==> config.mk <==
export PLATFORM = sky130hd
export DESIGN_NAME = mtg_overlay
export DESIGN_NICKNAME = d
export VERILOG_FILES = /design/src/design/mtg_pkg.sv /design/src/design/mtg_overlay.sv
export SDC_FILE = /design/constraint.sdc
export NUM_CORES = 1
export LEC_CHECK = 0
export ABC_CLOCK_PERIOD_IN_PS = 4400
export BUFFER_PORTS_ARGS = -buffer_cell sky130_fd_sc_hd__buf_2
export CELL_PAD_IN_SITES_DETAIL_PLACEMENT = 0
export CELL_PAD_IN_SITES_GLOBAL_PLACEMENT = 1
export CORE_MARGIN = 2
export CORE_UTILIZATION = 45
export CTS_CLUSTER_SIZE = 14
export DETAILED_ROUTE_END_ITERATION = 8
export GPL_TIMING_DRIVEN = 0
export PLACE_DENSITY = 0.87
export SLEW_MARGIN = 20
export SYNTH_ARGS = -nofsm -noshare
export SYNTH_HDL_FRONTEND = slang
export SYNTH_SLANG_ARGS = --single-unit
==> constraint.sdc <==
create_clock -name clk -period 4.4 [get_ports clk]
set_clock_uncertainty 0.1 [all_clocks]
set_input_delay 0.66 -clock clk [delete_from_list [all_inputs] [get_ports clk]]
set_output_delay 0.66 -clock clk [all_outputs]
set_load 0.005 [all_outputs]
==> src/design/mtg_pkg.sv <==
`timescale 1ns / 1ps

package mtg_pkg;

  // Item and store geometry that does not depend on the frame size.
  localparam int ADDR_W       = 13;
  localparam int DATA_W       = 8;
  localparam int LIMIT_W      = 16;
  localparam int IMG_SIZE     = 1024;
  localparam int IMG_ADDR_W   = 10;
  localparam int COL_W        = 5;
  localparam int OVL_PAIRS    = 16;
  localparam int PAIR_W       = 4;
  localparam int OVL_BYTES    = 60;
  localparam int OFF_W        = 6;
  localparam int OVL_SHIFT    = 12;
  localparam int ROW_MAX      = 255;
  localparam int RESULT_DEPTH = 16;
  localparam int RESULT_PTR_W = 4;
  localparam int REG_ADDR_W   = 4;
  localparam int APB_DATA_W   = 32;

  typedef enum logic [1:0] {
    OP_WRITE_MONO  = 2'd0,
    OP_WRITE_IMAGE = 2'd1,
    OP_READ_GREY   = 2'd2
  } op_t;

  typedef enum logic [1:0] {
    REG_OVERLAY_SHOWN = 2'd0,
    REG_IMAGE_VALID   = 2'd1,
    REG_IMAGE_COL     = 2'd2,
    REG_IMAGE_ROW     = 2'd3
  } reg_index_t;

  typedef struct packed {
    logic [1:0]        operation;
    logic [ADDR_W-1:0] address;
    logic [DATA_W-1:0] data;
  } cmd_item_t;

  typedef struct packed {
    logic [DATA_W-1:0] grey_byte;
  } result_item_t;

  typedef struct packed {
    logic       overlay_shown;
    logic       image_valid;
    logic [7:0] image_col;
    logic [7:0] image_row;
  } cfg_t;

  typedef struct packed {
    logic              hit;
    logic [PAIR_W-1:0] pair;
    logic [OFF_W-1:0]  offset;
  } ovl_match_t;

endpackage

==> src/design/mtg_overlay.sv <==
`timescale 1ns / 1ps

module mtg_overlay
  import mtg_pkg::*;
#(
  parameter int FRAME_WIDTH = 212
) (
  input  logic              clk,
  input  logic              rst,
  input  cfg_t              cfg,
  input  logic [ADDR_W-1:0] addr,
  output ovl_match_t        match
);

  localparam int SPAN_W = $clog2((ROW_MAX + 2 * OVL_PAIRS) * FRAME_WIDTH + 1);
  localparam int BASE_W = SPAN_W;

  logic [SPAN_W-1:0] row_w;
  logic [7:0]        col;
  logic              enable;
  logic [BASE_W-1:0] base [OVL_PAIRS];
  logic [BASE_W-1:0] addr_ext;

  assign addr_ext = BASE_W'(addr);

  // The overlay is shown only when both flags are set.
  always_ff @(posedge clk) begin
    if (rst) begin
      enable <= 1'b0;
    end else begin
      enable <= cfg.overlay_shown && cfg.image_valid;
    end
  end

  // First stage: starting row times frame width.
  always_ff @(posedge clk) begin
    row_w <= SPAN_W'(cfg.image_row) * SPAN_W'(FRAME_WIDTH);
    col   <= cfg.image_col;
  end

  // Second stage: start offset of every row pair of the window.
  always_ff @(posedge clk) begin
    for (int i = 0; i < OVL_PAIRS; i++) begin
      base[i] <= BASE_W'((row_w + SPAN_W'(2 * i * FRAME_WIDTH)) >> 1)
                 + BASE_W'(col) + BASE_W'(OVL_SHIFT);
    end
  end

  // Window lookup; the lowest row pair wins where windows overlap.
  always_comb begin
    match = '0;
    for (int i = OVL_PAIRS - 1; i >= 0; i--) begin
      if (enable && (addr_ext >= base[i])
          && ({1'b0, addr_ext} < ({1'b0, base[i]} + (BASE_W + 1)'(OVL_BYTES)))) begin
        match.hit    = 1'b1;
        match.pair   = PAIR_W'(i);
        match.offset = OFF_W'(addr_ext - base[i]);
      end
    end
  end

endmodule

==> results by group <==
Logic synthesis
  – Post-synth ARST share: 0%
  – Post-synth EDFFs: 0
  – Post-Synthesis Cell Area: 23900 um2
  – Syn Nets: 3399
  – Predominant post-synthesis flop cell: dfxtp_1
  – Seq cells post-synth: 215
  – Warnings from Yosys: 0
  – Syn_area_per_cell: 8.33 um2
  – Post-synthesis cell count: 2872
  – Sequential-to-total area share from yosys stat: 18.0%
  – Count of cell types in the netlist: 84

Setup path
  – Crit-path slowest cell: a311oi_4
  – Worst Path Required: 3.64 ns
  – Crit path arrival time: 4.68 ns
  – Critical path's top delay family: compound AO/OA/AOI/OAI gates
  – CP Launch Type: register
  – Critical Path End Type: output port
  – Crit Path Class: reg -> out
  – Buf/Inv on CP: 4
  – Max stage delay on crit path: 0.62 ns
  – Crit Path Max Fanout: 6
  – Cells along the critical path: buf_12 -> clkinvlp_4 -> ha_4 -> nor3b_4 -> or2_4 -> nor3_4 -> xnor2_1 -> ha_1 -> nand4_1 -> nor3_2 -> o41ai_2 -> o211ai_1 -> a311oi_4 -> buf_4 -> o31ai_2 -> or3_1 -> o2111a_1 -> o21ai_2 -> buf_2

Power and ir drop
  – Pwr Total: 23.8 mW
  – Maximum vdd drop: 386 uV
  – LEAKAGE: 12.0 nW
  – P per Cell Area: 881 nW/um2

Outcome
  – Outcome: finished, violations left
  – Failing checks: setup timing

Place
  – DP Area: 25000 um2
  – Placed cells: 3603
  – Final HPWL DP: 65200 um
  – DP Worst Slack: -1.56 ns
  – Port bufs: 43
  – Gp weighted congestion: 0.974

STA
  – RSZ-0062 raised after global routing: true
  – Max Slew Vio Count: 0
  – Final worst path period need: 5.44 ns
  – Setup TNS: -9.32 ns
  – Slew margin rel.: 21.1%
  – Worst Max-Slew Pin Slew: 1.18 ns
  – Final hold violation count: 0
  – Max Freq: 184 MHz
  – Worst hold slack: 0.103 ns
  – Final WS setup: -1.04 ns
  – Crit share post-route: 124%
  – Final setup viols: 11

Global routing
  – Vias in the first global route: 21.0k
  – Largest net degree at the start of global routing: 33
  – GRT overflow: 0
  – Met2 usage: 46.6%
  – M3 GR Usage: 2.70%
  – First-pass GRT wire length: 121000 um
  – M1 GR Usage: 39.5%
  – Initial antenna violation count: 12
  – GRT busiest layer: met2
  – Total track usage: 28.9%

Run
  – Max_cap viols: 0

Floorplanning
  – Top-Level Pins: 44
  – Die height: 235 um
  – Initial core utilization: 45.5%
  – Die W: 235 um
  – Rows: 84
  – Core area: 52600 um2
  – Die Area: 55000 um2

Clock network
  – Clk sink count: 215
  – CTS tree: done
  – Root buffer cell: clkbuf_16
  – TritonCTS Buffers: 27
  – Worst skew pair latency: 0.55 ns
  – # hold bufs at CTS: 0
  – Clock tree buffer depth: 3
  – Register clock-pin slew on the reported worst setup and hold paths: 0.06 ns
  – CTS H-tree depth: 1

Routing
  – Wire per inst: 22.0 um
  – Post-route ant nets: 0
  – DR vias: 21.7k
  – Vias per cell: 5.89
  – Drc violations: 0
  – Initial DRT Pass Iterations: 6
  – DRT iter0 DRCs: 1793
  – Drt total wl: 81100 um

Cells and area
  – FILL cells: 4976
  – Layout cells sized above 1: 9.13%
  – Final net count: 3514
  – Leading cell type in the layout, fill and taps excluded: ha_1
  – Post-Route Utilization: 51.4%
  – Non-Filler Instances: 3692
  – Area grow syn2layout: 12.9%
  – Final Instance Area: 27000 um2
  – Most frequent cells in the layout: ha_1 (474), xnor2_1 (347), inv_1 (259), dfxtp_1 (207), nor2_1 (172)

Hold path
  – Hold Path Class: in -> reg
## metal layers
metal  up-vias  wire length, um
met5         -                8
met1     10300            36600
met3       218             5300
li1      10400                -
met4         2             3720
met2       817            35500
## logic make-up (layout without fill, tap and decap cells)
kind of cell,count (synthesis),after routing,synth area share [%]
simple gates,771,771,16.6
compound gates,615,616,17.1
fa+ha+maj,495,495,26.3
xor+xnor,453,453,16.6
buf+inv,313,442,4.93
flops,215,215,18.0
mux,10,10,0.445
other cells,0,2,0
## layout make-up
cell class / count / area [um2] / area share [%]
clock buffers: 33 / 718 / 2.66
repair buffers: 85 / 584 / 2.17
flip-flops and latches: 215 / 4330 / 16.0
inverters: 261 / 988 / 3.66
plain buffers: 52 / 243 / 0.899
diodes: 2 / 5.00 / 0.0185
well taps: 688 / 861 / 3.19
clock inverters: 11 / 125 / 0.464
multi-input cells: 2345 / 19100 / 70.9
## worst paths after layout
kind	from	endpoint	slack (ns)	cells past startpoint
worst max-delay path	base[0][98]$_DFF_P_	match[4]	-1.04	19
worst min-delay path	cfg[8]	col[0]$_DFF_P_	0.10	1
worst max register to register	row_w[4]$_DFF_P_	base[1][125]$_DFF_P_	0.16	16
worst min register to register	col[0]$_DFF_P_	base[0][112]$_DFF_P_	0.25	0
## cell usage after synthesis, drive strengths merged (50+ instances only)
master	instances	area (um2)
a21o	54	405
a21oi	171	860
dfxtp	215	4300
ha	480	6010
inv	261	980
nand2	147	552
nand3	72	365
nand4	53	332
nor2	181	679
nor2b	50	313
nor3	80	405
o21a	66	495
o21ai	109	546
xnor2	348	3050
xor2	105	920
## worst register-to-register path, delay by kind of cell, from the launching register on
kind | cells | cell delay (ns)
compound gates | 6 | 1.12
xor+xnor | 2 | 0.37
fa+ha+maj | 3 | 0.87
buf+inv | 3 | 0.39
flops | 1 | 0.55
mux | 1 | 0.38
simple gates | 1 | 0.32
## where the power goes
group / internal [mW] / switching [mW] / total [mW]
clock network: 1.27 / 0.902 / 2.17
registers: 3.03 / 1.06 / 4.09
logic: 6.89 / 10.6 / 17.5
total: 11.2 / 12.6 / 23.8
## sequential cells by signal, summed over array words and instances (netlist names)
| register | flops |
|---|---|
| row_w | 14 |
| base | 192 |
| enable | 1 |
| col | 8 |
## repair_timing
action	in CTS	in global routing
gates cloned	0	1
resized for setup	89	91
pin swaps	28	48
endpoints found under the setup margin	20	19
setup buffers	23	19
Power figures use the tool's default switching activity.
