$ cat src/design/mtg_pkg.sv
`timescale 1ns / 1ps

package mtg_pkg;

  // Item and store geometry that does not depend on the frame size.
  localparam int ADDR_W       = 13;
  localparam int DATA_W       = 8;
  localparam int LIMIT_W      = 16;
  localparam int IMG_SIZE     = 1024;
  localparam int IMG_ADDR_W   = 10;
  localparam int COL_W        = 5;
  localparam int OVL_PAIRS    = 16;
  localparam int PAIR_W       = 4;
  localparam int OVL_BYTES    = 60;
  localparam int OFF_W        = 6;
  localparam int OVL_SHIFT    = 12;
  localparam int ROW_MAX      = 255;
  localparam int RESULT_DEPTH = 16;
  localparam int RESULT_PTR_W = 4;
  localparam int REG_ADDR_W   = 4;
  localparam int APB_DATA_W   = 32;

  typedef enum logic [1:0] {
    OP_WRITE_MONO  = 2'd0,
    OP_WRITE_IMAGE = 2'd1,
    OP_READ_GREY   = 2'd2
  } op_t;

  typedef enum logic [1:0] {
    REG_OVERLAY_SHOWN = 2'd0,
    REG_IMAGE_VALID   = 2'd1,
    REG_IMAGE_COL     = 2'd2,
    REG_IMAGE_ROW     = 2'd3
  } reg_index_t;

  typedef struct packed {
    logic [1:0]        operation;
    logic [ADDR_W-1:0] address;
    logic [DATA_W-1:0] data;
  } cmd_item_t;

  typedef struct packed {
    logic [DATA_W-1:0] grey_byte;
  } result_item_t;

  typedef struct packed {
    logic       overlay_shown;
    logic       image_valid;
    logic [7:0] image_col;
    logic [7:0] image_row;
  } cfg_t;

  typedef struct packed {
    logic              hit;
    logic [PAIR_W-1:0] pair;
    logic [OFF_W-1:0]  offset;
  } ovl_match_t;

endpackage

$ cat src/design/mtg_regs.sv
`timescale 1ns / 1ps

module mtg_regs
  import mtg_pkg::*;
(
  input  logic                  clk,
  input  logic                  rst,
  input  logic                  psel,
  input  logic                  penable,
  input  logic                  pwrite,
  input  logic [REG_ADDR_W-1:0] paddr,
  input  logic [APB_DATA_W-1:0] pwdata,
  output logic [APB_DATA_W-1:0] prdata,
  output logic                  pready,
  output cfg_t                  cfg
);

  reg_index_t index;
  logic       wr_en;

  assign pready = 1'b1;
  assign index  = reg_index_t'(paddr[REG_ADDR_W-1:2]);
  assign wr_en  = psel && penable && pwrite && pready;

  // Register writes complete in the access phase.
  always_ff @(posedge clk) begin
    if (rst) begin
      cfg <= '0;
    end else if (wr_en) begin
      case (index)
        REG_OVERLAY_SHOWN: cfg.overlay_shown <= pwdata[0];
        REG_IMAGE_VALID:   cfg.image_valid   <= pwdata[0];
        REG_IMAGE_COL:     cfg.image_col     <= pwdata[7:0];
        REG_IMAGE_ROW:     cfg.image_row     <= pwdata[7:0];
        default: ;
      endcase
    end
  end

  // Read back the selected register.
  always_comb begin
    prdata = '0;
    case (index)
      REG_OVERLAY_SHOWN: prdata[0]   = cfg.overlay_shown;
      REG_IMAGE_VALID:   prdata[0]   = cfg.image_valid;
      REG_IMAGE_COL:     prdata[7:0] = cfg.image_col;
      REG_IMAGE_ROW:     prdata[7:0] = cfg.image_row;
      default:           prdata      = '0;
    endcase
  end

endmodule

$ cat config.mk
export PLATFORM = sky130hd
export DESIGN_NAME = mtg_regs
export DESIGN_NICKNAME = d
export VERILOG_FILES = /design/src/design/mtg_pkg.sv /design/src/design/mtg_regs.sv
export SDC_FILE = /design/constraint.sdc
export NUM_CORES = 1
export LEC_CHECK = 0
export ABC_AREA = 1
export BUFFER_PORTS_ARGS = -buffer_cell sky130_fd_sc_hd__buf_2
export CAP_MARGIN = 20
export CORE_MARGIN = 4
export CORE_UTILIZATION = 38
export DETAILED_ROUTE_END_ITERATION = 6
export HOLD_SLACK_MARGIN = 0.06
export PLACE_DENSITY = 0.79
export SLEW_MARGIN = 20
export SYNTH_ARGS = -nofsm -noshare
export SYNTH_HDL_FRONTEND = slang
export SYNTH_SLANG_ARGS = --single-unit
$ cat constraint.sdc
create_clock -name clk -period 0.8 [get_ports clk]
set_input_delay 0 -clock clk [delete_from_list [all_inputs] [get_ports clk]]
set_output_delay 0 -clock clk [all_outputs]
set_load 0.05 [all_outputs]
==> results of run 1 <==
-- stage by stage --
stage,instances,util [%],instance area (sq um),worst slack (ps)
3_3_place_gp,226,47.8,1320,-52.8
4_1_cts,241,60.8,1680,-239
6_report,245,64.2,1770,-240
2_1_floorplan,180,-,1280,-137
5_1_grt,245,64.2,1770,-264
3_5_place_dp,226,47.8,1320,-64.7
-- cells in the final DEF, fill, tap and decap left out, drive strengths merged --
cell type and count:
buf 53, nand4 1, a22o 7, dfxtp 18, clkbuf 4, clkinv 1, a21oi 2, nand3 19
nor2 40, inv 12, conb 25, nand2 25, dlygate4sd3 7
-- what timing repair did --
| action | CTS | global route |
|---|---|---|
| setup buffers | 4 | 5 |
| pin swaps | 8 | 2 |
| endpoints found under the setup margin | 26 | 29 |
| hold endpoints to repair | 14 | 0 |
| hold buffers | 7 | 0 |
| gates resized for setup | 71 | 21 |
| cloned | 0 | 0 |
-- routing by layer --
metal,vias up,part of all wire (%),track usage (%)
li1,556,-,-
met1,478,37,18.5
met2,45,54,26.8
met3,4,8.4,3.51
met4,0,0.87,5.45
met5,-,0,0
-- logic make-up after synthesis --
family          after synthesis
compound gates                9
buf+inv                      43
flops                        18
other cells                   2
simple gates                 85
-- power by group through the flow --
stage               Sequential (W)  Clock (W)  Combinational (W)
detailed placement        0.000946          0           0.000597
global placement          0.000945          0           0.000593
global route              0.000924   0.000521           0.000751
finish                    0.000921   0.000479           0.000704
floorplan                  0.00101          0           0.000535
CTS                       0.000926   0.000490           0.000677
-- worst register-to-register path: stages (launching register included) --
cell and delay (ps):
dfxtp_2 350, buf_6 120, buf_6 100, nor2_2 70, nor2_1 40
-- worst max-delay path by stage --
stage	start	to	slack (ps)	depth (start not counted)
global placement	paddr[3]	prdata[2]	-50	6
finish	cfg[5]	prdata[5]	-240	2
floorplan	cfg[17]	prdata[0]	-140	2
CTS	cfg[7]	prdata[7]	-240	2
detailed placement	paddr[3]	prdata[2]	-60	6
global route	cfg[5]	prdata[5]	-260	2
-- cell type report --
class                   count  area [sq um]
repair buffers             60           643
fillers                   246           986
flip-flops and latches     18           400
clock buffers               4          26.3
inverters                  13          51.3
multi-input cells         119           612
well taps                  31          38.8
==> impl_results.md, run 1 <==
- Status: finished, violations left
- Failing checks: setup timing
- Adder-Cell Fraction of Synth Area: 0%
- Synth unique cells: 18
- Remaining antenna violation count after routing: 0
- PwrDens: between 1000 and 1500 mW/mm^2
- WL per Instance: 11.7 um
- Pin count of the biggest net entering global routing: 19
- CTS Root Cell: clkbuf_4
- Clk_lat worst skew: roughly 290 ps
- Fmax: 962 MHz
- Tcrit/Tclk final: 130%
- Synth Area in Simple Gates: 33.5%
- NumNets Final: about 260
- # rows: 19
- Total GRT Usage: roughly 15%
- Die W: 62.0 um
- Cell count after synthesis: 157
- PortBufs: 40
- IO Pins: 92
- DRC: 0
- Die height: 62.0 um
- Net Switching: 0.000821 W
- Internal Power: 0.00128 W
- Starting density of the core: 40.1%
- Routability cong.: a little under 0.8
- Primary FF master, synth: dfxtp_1
- Clock Path Buffers: 2
- Post-synth top cells: nor2_1, buf_4, nand2_1
- Crit end category: output pin
- Avg Cell Area, Syn: 7.04 sq um
- Syn. warnings: 0
- Clock sinks: 18
- Post-DP HPWL: roughly 1900 um
- Slowest CP cell: dfxtp_2
- Number of synthesized flops with an enable pin: 0
- Maximum VDD drop: between 0.8 and 0.9 mV
- Area Growth Syn to Fin: 60.2%
- Worst EP arrival: roughly 1000 ps
- Min-delay worst type: input port to flip-flop
- CP startpoint kind: flip-flop
- Setup TNS: -2770 ps
- Mux share of post-synthesis cell area: 0%
- Largest register by flop count: cfg
- Total Power: 0.00210 W
- Antenna cells: 0
- Share of the synthesized area in the top cell type: 32.6%
- Max cap viols: 0
- Hold endpoint: cfg[16]
- Max reg flops: 18
- Vias per cell: 4.42
- Leakage: 0.876 nW
- CTS tree: done
- Data required, critical path: 800 ps
- Worst R2R Setup Slack: 30 ps
- Core outline area: 0.00276 sq mm
- Critical path's largest stage delay: ~350 ps
- Xor and xnor area share after synthesis: 0%
- Worst Reg-to-Reg Cells: 4
- Initial antenna violation count: 0
- Drt initial violations: 22
- Routed WL: 2870 um
- Clk_skew: 0 ps
- Worst r2r src: cfg[1]
- Worst Hold Depth: 5
- Buffers and inverters on the worst path: 1
- Full die area: 0.00384 sq mm
- Unrepaired setup endpoints after global routing: true
- Vias in the first global route: 944
- Reg power frac: 43.8%
- Area leader, netlist: dfxtp_1
- Clk pin slew, worst setup/hold paths: 100 ps
- Crit Path Class: flip-flop to output pin
- Combinational Power Share: 33.4%
- Synth Area in Compound Gates: approximately 7.1%
- GRT overflow: 0
- Clk pwr share: 22.8%
- Final setup margin: -240 ps
- Count leader, synth: nor2_1
- Crit-path cells: a22o_4 -> buf_8
- Sw Ratio: 39.0%
- Sequential-to-total area share from yosys stat: 32.6%
- TritonCTS Buffers: 3
- # H-tree levels: 1
- Hold slack final: 73.3 ps
- Setup violations, final: 26
- Yosys reg bits: 18
- Crit-path max FO: 3
- Final hold vios: 0
- Drt first pass iters: 4
- First-pass GRT wire length: 4320 um
- Final Critical Period: roughly 1000 ps
- Reg-to-Reg End: cfg[1]
- Mapped Area: 0.00111 sq mm
- Max Slew Vio Count: 0
- Layout cells sized above 1: 43.5%
- Asr flop ratio synth: 0%
- Largest family of logic cells by synthesized area: simple AND/OR/NAND/NOR gates
- Top Family by Delay on Critical Path: flip-flops
- Largest cells by area after synthesis: dfxtp_1, buf_4, nor2_1
- Hold_sp: pwdata[0]
- Top Registers: cfg x18
- Vias: 1083
Note: power is estimated with default switching activity, not from simulation.
==> run 2, diff against run 1 <==
ABC_AREA = default   (was 1)
==> run 2 against run 1 <==
Against the previous run: the flow still finishes with violations (setup timing); hold slack got worse by 8.5 ps; highest routed layer is now met3; first-iteration DRC count up 4.5%; area after synthesis rose by 1.9%; global-route usage down 0.46 points; flip-flop and latch count did not move; sequential share of layout area decreased by 2.0 points; final cell count shrank 11%; total power fell by 5.0%.
==> impl_results.md, run 2 <==
- Status: finished, violations left
- Failing checks: setup timing
- Tcrit/Tclk final: 159%
- Max cap viols: 0
- Core outline area: approximately 0.0028 sq mm
- Clk_skew: 0 ps
- Vias in the first global route: 985
- Commonest non-fill, non-tap cells in the layout: nand2b_1, conb_1, buf_6, buf_8, mux2i_1
- # rows: 19
- Layout cells sized above 1: 56.9%
- Crit Path Class: flip-flop to output pin
- CTS tree: done
- Die W: 62.5 um
- Sequential-to-total area share from yosys stat: between 30% and 40%
- Area Growth Syn to Fin: 82.0%
- DRC: 0
- Worst R2R Setup Slack: 0 ps
- WL per Instance: 14.2 um
- Critical Path Source: cfg[0]
- Worst slack, placed: -184 ps
- Clock Path Buffers: 2
- Fillers: 177
- Pin count of the biggest net entering global routing: 27
- Final setup margin: -474 ps
- Crit end category: output pin
- Clk pin slew, worst setup/hold paths: 110 ps
- Vias: 972
- Max Slew Vio Count: 0
- Non-Filler Instances: 219
- Data required, critical path: 800 ps
- Worst EP arrival: 1270 ps
- Full die area: 0.00390 sq mm
- Final hold vios: 0
- Clock sinks: 18
- Largest cells by area after synthesis: dfxtp_1, mux2i_1, buf_4
- Count leader, synth: nand2b_1
- Setup violations, final: 27
- Syn. warnings: 0
- Post-DP HPWL: 2120 um
- Initial antenna violation count: 0
- Die height: 62.5 um
- Starting density of the core: 40.2%
- Worst r2r src: cfg[9]
- Primary FF master, synth: dfxtp_1
- CP startpoint kind: flip-flop
- PortBufs: 40
- Share of the synthesized area in the top cell type: around a third
- Vias per cell: 4.44
- CTS Root Cell: clkbuf_4
- First-pass GRT wire length: 4740 um
- Cell count after synthesis: 117
- IO Pins: between 90 and 100
- Hold_sp: pwdata[0]
- Largest register by flop count: cfg
- Number of synthesized flops with an enable pin: 0
- Crit-path max FO: 2
- Top Registers: cfg x18
- GRT overflow: 0
- Antenna cells: 0
- Routed WL: 3120 um
- Post-synth top cells: nand2b_1, buf_4, mux2i_1
- Min-delay worst type: input port to flip-flop
- Total GRT Usage: between 10 and 15%
- Avg Cell Area, Syn: 9.64 sq um
- Drt first pass iters: 4
- Fmax: 785 MHz
- PwrDens: approximately 1000 mW/mm^2
- TritonCTS Buffers: 3
- Drt initial violations: 23
- Placed cells: roughly 200
- Max reg flops: 18
- Mapped Area: approximately 0.0011 sq mm
- Synth unique cells: 18
- Remaining antenna violation count after routing: 0
- Asr flop ratio synth: 0%
- Maximum VDD drop: 0.760 mV
- Final Critical Period: 1270 ps
- # H-tree levels: 1
- Leakage: 0.925 nW
- Clk_lat worst skew: a little under 300 ps
- Routability cong.: 0.744
- Yosys reg bits: 18
- Unrepaired setup endpoints after global routing: true
- NumNets Final: 230
- Area leader, netlist: dfxtp_1
run 2: layer usage:
metal / up-vias / global-route usage [%] / wire, um
met5: - / 0 / 0
met4: 0 / 3.31 / 0
met3: 0 / 4.50 / 248
met2: 38 / 27.4 / 1700
met1: 457 / 16.9 / 1170
li1: 477 / - / -
run 2: kinds of logic after synthesis:
logic type,count (synthesis),synth area share [%]
buffers and inverters,30,19.5
DFF,18,32.0
muxes,26,24.5
other,2,0.666
and+or+nand+nor,41,23.3
run 2: what timing repair did:
item                                   4_1_cts  5_1_grt
gates resized for setup                     77       16
hold buffers                                 7        0
endpoints found under the hold margin       14        0
setup endpoints to repair                   26       28
pin swaps                                    0        0
setup buffers                                2       11
cloned                                       0        0
run 2: power breakdown:
part           internal, W  switching (W)  total (W)
registers         0.000861      0.0000142   0.000875
clock network     0.000194       0.000286   0.000479
logic             0.000213       0.000432   0.000645
total              0.00127       0.000732    0.00200
run 2: worst paths after layout:
check	end	cells after the start
max reg2reg	cfg[9]	4
min reg2reg	cfg[4]	2
max	prdata[0]	2
min	cfg[16]	3
run 2: through the flow:
step                utilization [%]  cell area (sq um)  hold slack [ps]  power, W  setup TNS, ps
finish                         73.1               2050             64.8   0.00200          -3830
global route                   73.1               2050             72.0   0.00209          -4890
CTS                            68.0               1910             60.5   0.00199          -3230
detailed placement             54.7               1530              288   0.00145          -1510
global placement               54.7               1530              274   0.00144          -1160
floorplan                         -               1400              165   0.00145           -562
run 2: cell type report:
class                      count  area [sq um]  share of cell area (%)
timing repair buffer          74           787                    38.4
multi-input combinational     92           777                    37.9
sequential                    18           423                    20.6
tap                           31          38.8                    1.89
clock buffer                   4          26.3                    1.28
run 2: worst max-delay path: stages (launching register included):
cell	delay, ps
dfxtp_4	350
mux4_2	470
buf_6	170
