===== src/design/mtg_pkg.sv =====
`timescale 1ns / 1ps

package mtg_pkg;

  // Item and store geometry that does not depend on the frame size.
  localparam int ADDR_W       = 13;
  localparam int DATA_W       = 8;
  localparam int LIMIT_W      = 16;
  localparam int IMG_SIZE     = 1024;
  localparam int IMG_ADDR_W   = 10;
  localparam int COL_W        = 5;
  localparam int OVL_PAIRS    = 16;
  localparam int PAIR_W       = 4;
  localparam int OVL_BYTES    = 60;
  localparam int OFF_W        = 6;
  localparam int OVL_SHIFT    = 12;
  localparam int ROW_MAX      = 255;
  localparam int RESULT_DEPTH = 16;
  localparam int RESULT_PTR_W = 4;
  localparam int REG_ADDR_W   = 4;
  localparam int APB_DATA_W   = 32;

  typedef enum logic [1:0] {
    OP_WRITE_MONO  = 2'd0,
    OP_WRITE_IMAGE = 2'd1,
    OP_READ_GREY   = 2'd2
  } op_t;

  typedef enum logic [1:0] {
    REG_OVERLAY_SHOWN = 2'd0,
    REG_IMAGE_VALID   = 2'd1,
    REG_IMAGE_COL     = 2'd2,
    REG_IMAGE_ROW     = 2'd3
  } reg_index_t;

  typedef struct packed {
    logic [1:0]        operation;
    logic [ADDR_W-1:0] address;
    logic [DATA_W-1:0] data;
  } cmd_item_t;

  typedef struct packed {
    logic [DATA_W-1:0] grey_byte;
  } result_item_t;

  typedef struct packed {
    logic       overlay_shown;
    logic       image_valid;
    logic [7:0] image_col;
    logic [7:0] image_row;
  } cfg_t;

  typedef struct packed {
    logic              hit;
    logic [PAIR_W-1:0] pair;
    logic [OFF_W-1:0]  offset;
  } ovl_match_t;

endpackage


===== src/design/mtg_result_fifo.sv =====
`timescale 1ns / 1ps

module mtg_result_fifo
  import mtg_pkg::*;
(
  input  logic              clk,
  input  logic              rst,
  input  logic              push,
  input  logic [DATA_W-1:0] push_data,
  input  logic              pop,
  output logic              not_empty,
  output logic [DATA_W-1:0] head
);

  logic [DATA_W-1:0]       entry [RESULT_DEPTH];
  logic [RESULT_PTR_W-1:0] wr_ptr;
  logic [RESULT_PTR_W-1:0] rd_ptr;
  logic [RESULT_PTR_W:0]   count;

  assign not_empty = count != '0;
  assign head      = entry[rd_ptr];

  // Pointers and fill level.
  always_ff @(posedge clk) begin
    if (rst) begin
      wr_ptr <= '0;
      rd_ptr <= '0;
      count  <= '0;
    end else begin
      if (push) begin
        wr_ptr <= wr_ptr + 1'b1;
      end
      if (pop) begin
        rd_ptr <= rd_ptr + 1'b1;
      end
      count <= count + (RESULT_PTR_W + 1)'(push) - (RESULT_PTR_W + 1)'(pop);
    end
  end

  // Result storage.
  always_ff @(posedge clk) begin
    if (push) begin
      entry[wr_ptr] <= push_data;
    end
  end

endmodule


===== config.mk =====
export PLATFORM = sky130hd
export DESIGN_NAME = mtg_result_fifo
export DESIGN_NICKNAME = d
export VERILOG_FILES = /design/src/design/mtg_pkg.sv /design/src/design/mtg_result_fifo.sv
export SDC_FILE = /design/constraint.sdc
export NUM_CORES = 1
export LEC_CHECK = 0
export BUFFER_PORTS_ARGS = -buffer_cell sky130_fd_sc_hd__buf_2
export CORE_MARGIN = 2
export CORE_UTILIZATION = 30
export CTS_BUF_LIST = sky130_fd_sc_hd__clkbuf_4
export DETAILED_ROUTE_END_ITERATION = 8
export MAX_ROUTING_LAYER = met4
export PLACE_DENSITY = 0.55
export REMOVE_ABC_BUFFERS = 1
export SYNTH_ARGS = -nofsm -noshare
export SYNTH_HDL_FRONTEND = slang
export SYNTH_SLANG_ARGS = --single-unit

===== constraint.sdc =====
create_clock -name clk -period 2.06 [get_ports clk]
set_input_delay 0.412 -clock clk [delete_from_list [all_inputs] [get_ports clk]]
set_output_delay 0.412 -clock clk [all_outputs]
set_load 0.1 [all_outputs]

==> flow_metrics.env, run 1 <==
export IMPL_p_leak_nw=2.25
export IMPL_htree_levels=4
export IMPL_worstRegToRegCells=9
export IMPL_fmax_ghz=0.383
export IMPL_antenna_found_initial=0
export IMPL_final_util=0.359
export IMPL_synth_top_cell_area_share=0.667
export IMPL_fp_dieW_um=143
export IMPL_cp_arrival_ns=2.20
export IMPL_run_status="complete, but fails checks"
export IMPL_hold_viol_final=0
export IMPL_finalPower_mw=5.95
export IMPL_end_kind="primary output"
export IMPL_crit_chain="buf_8, buf_12, mux4_2, a22oi_1, nand2_1, buf_6"
export IMPL_syn_avg_cell_area_um2=19.5
export IMPL_vdd_drop_max_v=0.000901
export IMPL_vias=2756
export IMPL_synth_seq_cells=145
export IMPL_grt_overflow=0
export IMPL_ios=21
export IMPL_globalplace_congestion=0.740
export IMPL_slew_violations=0
export IMPL_tritoncts="yes"
export IMPL_diodes=0
export IMPL_whs_endpoint="wr_ptr[3]"
export IMPL_cts_hold_buf=0
export IMPL_finalNonFillerCells=596
export IMPL_grt_pass1_vias=2860
export IMPL_worst_path_buf_inv=3
export IMPL_syn2layout_area_growth_pct=16.9
export IMPL_io_buffers=20
export IMPL_crit_path_start_kind="flip-flop"
export IMPL_layout_drive_gt1_share=0.329
export IMPL_place_hpwl_um=7280
export IMPL_reg2reg_to="count[4]"
export IMPL_rsz0062_at_grt="yes"
export IMPL_clk_pin_slew_worst_paths_ns=0.11
export IMPL_start_util=0.307
export IMPL_nNetsFinal=373
export IMPL_numCtsBuffers=17
export IMPL_grt_usage=0.120
export IMPL_period_minus_slack_ns=2.61
export IMPL_yosys_warnings=0
export IMPL_wl_um=11100
export IMPL_drv_cap=0
export IMPL_drc=0
export IMPL_cts_buffer_depth=2
export IMPL_dp_cells=561
export IMPL_std_cell_rows=50
export IMPL_hold_path_startpoint="rst"
export IMPL_yosysSeqAreaShare=0.726
export IMPL_grt_max_degree=29
export IMPL_clk_latency_ns=0.52
export IMPL_cp_max_fo=6
export IMPL_vias_per_cell=4.62
export IMPL_coreArea_mm2=0.0188
export IMPL_ant_nets=0
export IMPL_max_stage_delay_ns=0.52
export IMPL_synthTopCellsByArea="edfxtp_1 (67%), mux4_2 (7.0%), mux4_1 (6.4%)"
export IMPL_min_path_type="in -> reg"
export IMPL_final_common_cell="edfxtp_1"
export IMPL_grt_pass1_wl_um=17000
export IMPL_synth_area_leader_cell="edfxtp_1"
export IMPL_cts_root_buf="clkbuf_4"
export IMPL_cts_sinks=145
export IMPL_fin_skew_ns=0.00995
export IMPL_crit_required_ns=1.65
export IMPL_drtPass1Iterations=7
export IMPL_ys_types=31
export IMPL_syn_instance_count=295
export IMPL_die_h_um=143
export IMPL_p_per_area_mw_per_mm2=883
export IMPL_r2r_slack_ns=0.14
export IMPL_timing_final_ws_setup_ns=-0.550
export IMPL_path_class="reg -> out"
export IMPL_period_share=1.27
export IMPL_failed_checks="setup timing"
export IMPL_crit_family="multiplexers"
export IMPL_relSlewSlack=0.673
export IMPL_setup_viol=8
export IMPL_layout_common_cells="edfxtp_1 (128), mux4_2 (23), clkbuf_4 (19), buf_4 (19), and2_1 (17)"
export IMPL_die_area_mm2=0.0203
export IMPL_netlist_area_mm2=0.00576
export IMPL_hold_path_depth=2
export IMPL_wl_per_cell_um=18.6
export IMPL_r2r_start="count[0]"
export IMPL_cp_slowest_cell="mux4_2"
export IMPL_drtIter0Drc=188
export IMPL_worstMarginPinSlew_ns=0.490
layout make-up:
type	instances	area (µm²)
inverters	8	30.0
clock buffers	19	143
clock inverters	13	96.3
repair buffers	47	475
well taps	234	293
multi-input cells	130	1510
fillers	1746	12000
flip-flops and latches	145	4190
where the power goes:
| part | total [mW] | internal, mW | switching [mW] |
|---|---|---|---|
| logic | 1.09 | 0.449 | 0.642 |
| clock network | 1.54 | 0.602 | 0.940 |
| registers | 3.32 | 3.27 | 0.0450 |
| total | 5.95 | 4.32 | 1.63 |
through the flow:
stage               cell area [µm²]  setup TNS [ns]  setup slack [ns]  hold slack (ns)
floorplan                      5670           -8.48             -1.07            0.481
global placement               6290           -1.06            -0.147            0.513
detailed placement             6290           -1.19            -0.178            0.520
CTS                            6710           -4.82            -0.625            0.165
global route                   6730           -5.22            -0.672            0.179
finish                         6730           -4.18            -0.550            0.224
per-layer routing:
layer	vias to the layer above	wire length, µm	GRT usage
li1	1287	-	-
met1	1416	5150	0.154
met2	43	5480	0.188
met3	10	294	0.0296
met4	0	134	0.0412
met5	-	0	-
cell usage after synthesis:
library cell and instances:
nor2b_1 3, or3_1 1, fa_1 1, buf_6 3, nand2_1 11, and2b_1 1, a21o_1 1, nand4_1 2
buf_4 1, mux2i_1 2, edfxtp_1 128, xor2_1 5, nor2_1 15, xnor2_1 4, buf_2 2, a21oi_1 3
mux4_1 14, mux4_2 18, and3_1 1, dfxtp_1 17, a22oi_1 16, clkbuf_1 2, clkdlybuf4s25_2 3, o21ai_0 1
nand3_1 1, and3b_1 1, ha_1 11, and2_1 17, nor3b_1 1, buf_1 1, inv_1 8
sequential cells by signal, indices dropped and copies added (netlist names), named ones only:
register	flops
rd_ptr	4
entry	128
count	5
wr_ptr	4
repair_timing:
| action | CTS | global route |
|---|---|---|
| buffers inserted | 2 | 1 |
| pin swaps | 4 | 5 |
| resized for setup | 40 | 16 |
| cloned | 1 | 0 |
| setup endpoints to repair | 9 | 9 |
| endpoints found under the hold margin | 0 | 0 |
logic make-up after synthesis:
| family | after synthesis | synth area share |
|---|---|---|
| mux | 34 | 0.138 |
| xor+xnor | 9 | 0.0137 |
| buf+inv | 20 | 0.0213 |
| simple gates | 54 | 0.0480 |
| flops | 145 | 0.726 |
| fa+ha+maj | 12 | 0.0274 |
| compound gates | 21 | 0.0256 |
worst max-delay path by stage:
stage / startpoint / endpoint / slack [ns] / cells after the start
after floorplan: flip-flop / head[1] / -1.07 / 3
after detailed placement: flip-flop / head[1] / -0.18 / 5
after global placement: flip-flop / head[2] / -0.15 / 5
after global routing: flip-flop / head[6] / -0.67 / 6
after CTS: flip-flop / head[5] / -0.63 / 6
final: flip-flop / head[5] / -0.55 / 6
No activity file was read; power rests on OpenSTA's default activity.
==> inputs of run 2 (changes only) <==
--- a/config.mk
+++ b/config.mk
@@ -11,7 +11,7 @@
 export CTS_BUF_LIST = sky130_fd_sc_hd__clkbuf_4
 export DETAILED_ROUTE_END_ITERATION = 8
 export MAX_ROUTING_LAYER = met4
-export PLACE_DENSITY = 0.55
+export PLACE_DENSITY = 0.54
 export REMOVE_ABC_BUFFERS = 1
 export SYNTH_ARGS = -nofsm -noshare
 export SYNTH_HDL_FRONTEND = slang
==> constraint.sdc (replaced) <==
create_clock -name clk -period 2.6 [get_ports clk]
set_input_delay 0.52 -clock clk [delete_from_list [all_inputs] [get_ports clk]]
set_output_delay 0.52 -clock clk [all_outputs]
set_load 0.1 [all_outputs]
==> flow_metrics.env, run 2 (same netlist as run 1, synthesis figures left out) <==
export IMPL_period_minus_slack_ns=2.79
export IMPL_slew_violations=0
export IMPL_globalplace_congestion=0.704
export IMPL_place_hpwl_um=7270
export IMPL_crit_required_ns=2.08
export IMPL_setup_viol=8
export IMPL_worstMarginPinSlew_ns=0.698
export IMPL_fmax_ghz=0.359
export IMPL_max_stage_delay_ns=0.58
export IMPL_failed_checks="setup timing"
export IMPL_relSlewSlack=0.534
export IMPL_worstRegToRegCells=9
export IMPL_vdd_drop_max_v=0.000580
export IMPL_cp_slowest_cell="mux4_1"
export IMPL_fp_dieW_um=143
export IMPL_vias=2770
export IMPL_diodes=0
export IMPL_p_leak_nw=2.17
export IMPL_clk_pin_slew_worst_paths_ns=0.14
export IMPL_min_path_type="in -> reg"
export IMPL_end_kind="primary output"
export IMPL_std_cell_rows=50
export IMPL_grt_usage=0.134
export IMPL_final_util=0.356
export IMPL_vias_per_cell=4.79
export IMPL_grt_overflow=0
export IMPL_tritoncts="yes"
export IMPL_die_area_mm2=0.0203
export IMPL_layout_common_cells="edfxtp_1 (128), mux4_2 (28), and2_1 (17), clkbuf_4 (17), dfxtp_1 (16)"
export IMPL_period_share=1.07
export IMPL_die_h_um=143
export IMPL_top_regs="entry x128, count x5"
export IMPL_htree_levels=4
export IMPL_numCtsBuffers=17
export IMPL_hold_viol_final=0
export IMPL_run_status="complete, but fails checks"
export IMPL_cts_sinks=145
export IMPL_grt_pass1_wl_um=18500
export IMPL_coreArea_mm2=0.0188
export IMPL_fin_skew_ns=0.0260
export IMPL_layout_drive_gt1_share=0.314
export IMPL_p_per_area_mw_per_mm2=736
export IMPL_finalPower_mw=4.91
export IMPL_syn2layout_area_growth_pct=15.8
export IMPL_grt_pass1_vias=2920
export IMPL_fill_cells=1747
export IMPL_ant_nets=0
export IMPL_drv_cap=0
export IMPL_io_buffers=20
export IMPL_clk_latency_ns=0.54
export IMPL_path_class="reg -> out"
export IMPL_cp_arrival_ns=2.27
export IMPL_drc=0
export IMPL_largest_register="entry"
export IMPL_antenna_found_initial=0
export IMPL_cts_root_buf="clkbuf_4"
export IMPL_grt_max_degree=33
export IMPL_hold_path_depth=2
export IMPL_cts_buffer_depth=2
export IMPL_crit_top_cell="buf_12"
export IMPL_start_util=0.307
export IMPL_wl_per_cell_um=21.3
export IMPL_final_common_cell="edfxtp_1"
export IMPL_crit_chain="buf_12, mux4_1, a22oi_2, nand2_2, buf_12"
export IMPL_timing_final_ws_setup_ns=-0.185
export IMPL_ios=21
export IMPL_drtIter0Drc=230
export IMPL_nNetsFinal=355
export IMPL_cp_max_fo=6
export IMPL_largest_register_ffs=128
export IMPL_drtPass1Iterations=4
export IMPL_rsz0062_at_grt="yes"
export IMPL_wl_um=12300
export IMPL_crit_path_start_kind="flip-flop"
==> run 2: cell types whose count changed in the layout (fill, tap and decap cells not counted), sizes merged <==
cell      change
buf          -18
clkbuf        -2
clkinv        -7
clkinvlp      +1
inv           +8
==> run 2: final cells by class <==
| class | count | area, µm² | area share |
|---|---|---|---|
| timing repair buffer | 29 | 377 | 0.0564 |
| clock buffer | 17 | 128 | 0.0191 |
| sequential | 145 | 4190 | 0.628 |
| multi-input combinational | 130 | 1490 | 0.224 |
| tap | 234 | 293 | 0.0439 |
| clock inverter | 15 | 166 | 0.0249 |
| inverter | 8 | 30.0 | 0.00450 |
==> run 2: per-layer routing <==
layer	GRT usage	vias up	wire, µm
li1	-	1246	-
met3	0.0343	8	465
met2	0.219	50	6310
met1	0.167	1466	5460
met4	0.0328	0	101
met5	-	-	0
==> run 2: worst paths after layout <==
kind | startpoint | endpoint | slack (ns)
hold / removal | rst | rd_ptr[0] | 0.32
setup reg to reg | count[0] | count[4] | 0.57
hold reg to reg | rd_ptr[3] | rd_ptr[3] | 0.56
setup / recovery | flip-flop | head[7] | -0.19
==> run 2: metrics by stage <==
| stage | area [µm²] | cells | worst slack, ns | TNS [ns] | hold WS [ns] |
|---|---|---|---|---|---|
| 3_5_place_dp | 6140 | 542 | 0.242 | 0 | 0.538 |
| 3_3_place_gp | 6140 | 542 | 0.248 | 0 | 0.519 |
| 5_1_grt | 6670 | 578 | -0.325 | -2.31 | 0.264 |
| 4_1_cts | 6660 | 578 | -0.247 | -1.73 | 0.285 |
| 2_1_floorplan | 5670 | 283 | -0.642 | -5.02 | 0.485 |
| 6_report | 6670 | 578 | -0.185 | -1.12 | 0.322 |
==> run 2: worst max-delay path: cells and delay by family (launching register included) <==
family | cells | cell delay (ns)
muxes | 1 | 0.58
DFF | 1 | 0.49
and+or+nand+nor | 1 | 0.10
buffers and inverters | 2 | 0.34
AOI/OAI and AO/OA | 1 | 0.22
==> run 2: where the power goes <==
group          switching, mW  leakage, nW  internal (mW)
logic                  0.504        0.725          0.351
registers             0.0389         1.30           2.59
clock network          0.905        0.150          0.521
total                   1.45         2.17           3.46
==> run 2: repair_timing <==
action | in CTS | in global routing
pin swaps | 14 | 6
gates resized for setup | 54 | 6
setup buffers | 1 | 1
cloned | 3 | 0
setup endpoints to repair | 8 | 8
hold buffers | 0 | 0
